===== config.mk =====
export PLATFORM = sky130hd
export DESIGN_NAME = hwd_ctrl
export DESIGN_NICKNAME = d
export VERILOG_FILES = /design/src/sv/hashed_word_dictionary_assert.svh /design/src/sv/hwd_pkg.sv /design/src/sv/hwd_ctrl.sv
export SDC_FILE = /design/constraint.sdc
export NUM_CORES = 1
export LEC_CHECK = 0
export ABC_CLOCK_PERIOD_IN_PS = 2160
export BUFFER_PORTS_ARGS = -buffer_cell sky130_fd_sc_hd__buf_2
export CAP_MARGIN = 20
export CORE_AREA = 4 4 41 43
export DETAILED_ROUTE_END_ITERATION = 8
export DIE_AREA = 0 0 45 47
export REMOVE_ABC_BUFFERS = 1
export SLEW_MARGIN = 20
export SYNTH_ARGS = -nofsm -noshare
export SYNTH_HDL_FRONTEND = slang
export SYNTH_SLANG_ARGS = --single-unit

===== constraint.sdc =====
create_clock -name clk -period 2.16 [get_ports clk]
set_input_delay 0.216 -clock clk [delete_from_list [all_inputs] [get_ports clk]]
set_output_delay 0.216 -clock clk [all_outputs]
set_load 0.02 [all_outputs]

===== src/sv/hashed_word_dictionary_assert.svh =====
// Assertion macros for the dictionary block.
`ifndef HASHED_WORD_DICTIONARY_ASSERT_SVH
`define HASHED_WORD_DICTIONARY_ASSERT_SVH
// Implication checked at every clock edge outside reset.
`define HWD_ASSERT_IMP(label, ante, cons, msg) \
  label: assert property (@(posedge clk) disable iff (rst) (ante) |-> (cons)) \
    else $error(msg);
// Implication whose consequent is checked in the cycle after the antecedent.
`define HWD_ASSERT_NEXT(label, ante, cons, msg) \
  label: assert property (@(posedge clk) disable iff (rst) (ante) |=> (cons)) \
    else $error(msg);
`endif


===== src/sv/hwd_pkg.sv =====
package hwd_pkg;
  localparam int Buckets = 65536;
  localparam int Entries = 131072;
  localparam int WordBytes = 10;
  localparam int BucketBits = $clog2(Buckets);
  localparam int EntryBits = $clog2(Entries);
  localparam int CountBits = EntryBits + 1;
  // head word: valid bit over entry index
  localparam int HeadBits = EntryBits + 1;
  // entry word: link valid, link, value high, value low, key high, key low
  localparam int EntryWordBits = 1 + EntryBits + 16 + 64 + 16 + 64;

  localparam logic [1:0] StInserted = 2'd0;
  localparam logic [1:0] StFull = 2'd1;
  localparam logic [1:0] StFound = 2'd2;
  localparam logic [1:0] StMiss = 2'd3;
  localparam logic [63:0] MissWord = 64'h6865;

  typedef enum logic [3:0] {
    S_CLEAR, S_IDLE, S_HASH, S_HREAD, S_HWAIT, S_DECIDE,
    S_EREAD, S_EWAIT, S_CMP, S_OUT
  } state_t;

  typedef struct packed {
    logic load;        // capture input item
    logic hash_step;   // fold one key byte
    logic clr_step;    // clear next bucket
    logic head_rd;     // read bucket head
    logic entry_rd;    // read entry at walk index
    logic do_insert;   // write entry and head
    logic follow;      // step walk to link
    logic set_full;
    logic set_found;
    logic set_miss;
  } cmd_t;

  typedef struct packed {
    logic clr_done;
    logic hash_done;
    logic is_lookup;
    logic full;
    logic walk_valid;
    logic key_match;
  } sts_t;

  // Clear bytes after the first zero byte and at or beyond WordBytes.
  function automatic logic [79:0] normalize(input logic [79:0] w);
    logic [79:0] r;
    logic live;
    r = '0;
    live = 1'b1;
    for (int i = 0; i < 10; i++) begin
      if (w[8*i +: 8] == 8'd0 || i >= WordBytes) live = 1'b0;
      if (live) r[8*i +: 8] = w[8*i +: 8];
    end
    return r;
  endfunction

  function automatic logic [27:0] elf_step(input logic [27:0] h, input logic [7:0] b);
    logic [31:0] t;
    t = {h, 4'd0} + {24'd0, b};
    t = t ^ {24'd0, t[31:28], 4'd0};
    return t[27:0];
  endfunction
endpackage


===== src/sv/hwd_ctrl.sv =====
module hwd_ctrl (
  input  logic          clk,
  input  logic          rst,
  input  logic          in_valid,
  output logic          in_stall,
  output logic          out_valid,
  input  logic          out_stall,
  input  hwd_pkg::sts_t sts,
  output hwd_pkg::cmd_t cmd
);
  import hwd_pkg::*;

  state_t state, state_next;

  always_ff @(posedge clk) begin
    if (rst) state <= S_CLEAR;
    else state <= state_next;
  end

  always_comb begin
    state_next = state;
    cmd = '0;
    in_stall = 1'b1;
    out_valid = 1'b0;
    unique case (state)
      S_CLEAR: begin
        cmd.clr_step = 1'b1;
        if (sts.clr_done) state_next = S_IDLE;
      end
      S_IDLE: begin
        in_stall = 1'b0;
        if (in_valid) begin
          cmd.load = 1'b1;
          state_next = S_HASH;
        end
      end
      S_HASH: begin
        cmd.hash_step = 1'b1;
        if (sts.hash_done) state_next = S_HREAD;
      end
      S_HREAD: begin
        cmd.head_rd = 1'b1;
        state_next = S_HWAIT;
      end
      S_HWAIT: state_next = S_DECIDE;
      S_DECIDE: begin
        if (!sts.is_lookup) begin
          if (sts.full) cmd.set_full = 1'b1;
          else cmd.do_insert = 1'b1;
          state_next = S_OUT;
        end else if (sts.walk_valid) begin
          state_next = S_EREAD;
        end else begin
          cmd.set_miss = 1'b1;
          state_next = S_OUT;
        end
      end
      S_EREAD: begin
        cmd.entry_rd = 1'b1;
        state_next = S_EWAIT;
      end
      S_EWAIT: state_next = S_CMP;
      S_CMP: begin
        if (sts.key_match) begin
          cmd.set_found = 1'b1;
          state_next = S_OUT;
        end else begin
          cmd.follow = 1'b1;
          state_next = S_DECIDE;
        end
      end
      S_OUT: begin
        out_valid = 1'b1;
        if (!out_stall) state_next = S_IDLE;
      end
      default: state_next = S_CLEAR;
    endcase
  end
endmodule


# After elaboration in Yosys (flattened, before gate mapping)
# Cells that the tools add are included.
[word_totals]
reg_bits = 4
[op_classes]
mux = 29
n_eq_ne = 13
reduce_logical = 2
[ops]
columns = ["op", "n"]
rows = [
  ["4-bit case mux with 10 select lines", 1],
  ["4-bit 2-to-1 mux", 7],
  ["1-bit 2-to-1 mux", 21],
  ["4-bit by 3-bit equality test with 1-bit output, second input constant", 4],
  ["4-bit by 2-bit equality test with 1-bit output, second input constant", 2],
  ["4-bit equality test, second input constant", 2],
  ["2-bit inequality test, second input constant", 4],
  ["4-bit by 1-bit equality test with 1-bit output, second input constant", 1],
  ["4-bit zero test", 1],
  ["4-bit AND reduction", 1],
]

# Depth between registers and ports, before layout
[depth]
ltp_word = 3
mapped_depth = 5

# Least setup slack after synthesis
# No wires, ideal clock.
[synth_path]
path_kind = "reg2out"
from = "reg state[3]"
to = "out cmd[0] in the netlist's numbering"
setup_slack_ns = 0.533
t_arrival_ns = 1.411
n_path_buf = 1
stages_incl_launch_ff = 5
cell_sequence = "dfxtp_1 > buf_2 > inv_2 > nand2_1 > nor4b_1"
[synth_lines]
columns = ["element", "line_no", "rtl"]
rows = [
  ["start, declared", "hwd_ctrl.sv:13", "state_t state, state_next;"],
  ["start signal, assigned", "hwd_ctrl.sv:17", "else state <= state_next;"],
  ["end, declared", "hwd_ctrl.sv:9", "output hwd_pkg::cmd_t cmd"],
]

==> impl_metrics.yaml <==
status:
  status: "complete, no violations"
worst_setup_path:
  worstSetupPathType: "register to output port"
  cp_max_fo: 12
  worstPathArrival_ps: 1650
  endpoint_kind: "output port"
  start_kind: "register"
  critical_path.endpoint: "cmd[9]"
  reg2reg_depth: 4
  r2r-end: "state[2]$_SDFFE_PP0P_"
  worstPathRequired_ps: 1940
  rrSetupSlack_ps: 720
  r2r_start: "state[3]$_SDFFE_PP0P_"
  startpoint: "state[0]$_SDFFE_PP0P_"
detailed_routing:
  wl_met2_um: 498
  drc_errors: 0
  drt-met1-wl_um: 435
  ant_nets: 0
  drt_iter0_drc: 8
  viasPerCell: 5.08
  wire_per_inst_um: 11.1
  dr_total_vias: 452
  dr.pass1.iters: 2
  drt-total-wl_um: 988
  wl_met3_um: 54
  topRoutingLayerUsed: "met3"
grt:
  grt_pass1_vias: 393
  antenna_found_initial: 0
  grt_remaining_overflow: 0
  grt_pass1_wl_mm: 1.67
  grtUsageTotal_pct: 10.6
  grt_max_degree: 16
die:
  start_util_pct: 28.0
  ios: 22
  die_h_um: 47
  core_area_sq_mm: 0.00130
  row_count: 13
  design.die.area_sq_mm: 0.00212
  die_x_um: 45
power_and_ir_drop:
  irDropWorstVdd_v: 0.000347
  powerDensity_mw_per_mm2: 685
  p_leak_uw: 0.000222
sta:
  worst_pin_slew_ps: 448
  hold_violations: 0
  finalCritPeriodShare_pct: 86.3
  fmax_mhz: 536
  slew_violations: 0
  grt_setup_unrepaired: "false"
  skew_ps: 0.532
  fin_ws_ps: 295
  fin_hold_ws_ps: 194
  relSlewSlack_pct: 70.1
  setup_tns_ps: 0
  fin_crit_ps: 1870
  setup_viol: 0
clock_tree:
  cts_resized: 0
  htreeDepth: 1
  cts_setup_buffers: 0
  clk_pin_slew_ps: 30
  clock_path_buffers: 2
  clock-sinks: 4
  cts_tree: "built"
  cts_buffers: 3
  postCtsHoldBufs: 0
  clock_latency_ps: 230
  cts_root_buffer: "clkbuf_4"
cells_and_area:
  largest_register: "state"
  layout.nets: 86
  reg.largest.list: "state (4)"
  final_common_cell: "buf_2"
  multi_input_area_sq_um: 254
  fin_cells: 89
  drive_gt1_share_pct: 33.8
  syn_to_final_growth_pct: 35.1
  largest_register_ffs: 4
  final_cell_mix: "21 x buf_2, 8 x nor2_1, 4 x nor4_1, 4 x dfxtp_1"
  diodes: 0
  seq_area_sq_um: 80.1
  n_fill_cell: 166
synthesis:
  ys_types: 26
  syn_avg_cell_area_sq_um: 6.74
  synthTopCellsByArea: "dfxtp_1 22%, nor2_1 8.2%, nor4_1 6.9%"
  ys_seq_area_share_pct: 22.0
  async_flop_share_pct: 0
  yosys.area.top_type: "dfxtp_1"
  synth_top_area_share_pct: 22.0
  synth.cell_area_sq_um: 364
  ys_seq_elements: 4
  ys_warn_count: 0
  synthFlopType: "dfxtp_1"
  synth_edf_count: 0
  synth_cells: 54
flow_run:
  maxCapViolations: 0
place:
  globalplace.congestion: 0.777
  dpl_worst_slack_ps: 546
  hpwl_um: 785
  portBuffers: 21
  placedCellCount: 86
hold_path:
  hold_path.class: "input port to register"
==> cells by family after synthesis <==
| family | count (synthesis) | share of synthesized area (%) |
|---|---|---|
| AOI/OAI and AO/OA | 13 | 22.7 |
| buffers and inverters | 7 | 8.25 |
| DFF | 4 | 22.0 |
| muxes | 1 | 2.75 |
| and+or+nand+nor | 29 | 44.3 |
==> cell usage after synthesis, types with 2 or more instances <==
master and n:
nor2_1 8, dfxtp_1 4, nor4_1 4, a21oi_1 3
buf_2 3, nand2_1 3, nand2b_1 3, nor3_1 3
inv_1 2, nor4b_1 2, o21ai_0 2, o21ai_1 2
or3_1 2
==> where the power goes <==
part / leakage (uW) / internal (uW) / switching [uW] / total [uW]
registers: 0.0000327 / 84.3 / 31.9 / 116
clock network: 0.0000138 / 61.8 / 25.6 / 87.4
logic: 0.000175 / 57.4 / 75.6 / 133
total: 0.000222 / 204 / 133 / 337
==> final cells by class <==
type / instances / area share (%)
Multi-Input combinational cell: 43 / 51.7
Timing Repair Buffer: 21 / 21.4
Sequential cell: 4 / 16.3
Clock buffer: 3 / 4.58
Tap cell: 15 / 3.82
Inverter: 3 / 2.29
==> worst min path at each step <==
stage                     slack [ps]  depth (start not counted)                    end  startpoint
after global placement           430                          2  state[3]$_SDFFE_PP0P_         rst
after CTS                        190                          2  state[2]$_SDFFE_PP0P_         rst
after global routing             200                          2  state[3]$_SDFFE_PP0P_         rst
after floorplan                  290                          1  state[0]$_SDFFE_PP0P_         rst
final                            190                          2  state[3]$_SDFFE_PP0P_         rst
after detailed placement         430                          2  state[0]$_SDFFE_PP0P_         rst
==> routing by layer <==
layer,vias up,GRT usage [%]
met5,-,0
met4,0,5.26
met3,0,2.68
met2,9,16.4
met1,201,13.7
li1,242,-
==> through the flow <==
stage          area, sq um  total power (uW)  util [%]
2_1_floorplan          345               202         -
5_1_grt                492               365      37.8
6_report               492               337      37.8
3_5_place_dp           469               250      36.1
4_1_cts                492               343      37.8
3_3_place_gp           469               250      36.1
==> critical path, stage by stage (launching register included) <==
cell and delay, ps:
dfxtp_1 540, nand2b_1 240, or3_1 380, nor2_1 90
buf_2 160
(Power assumes the default switching activity.)
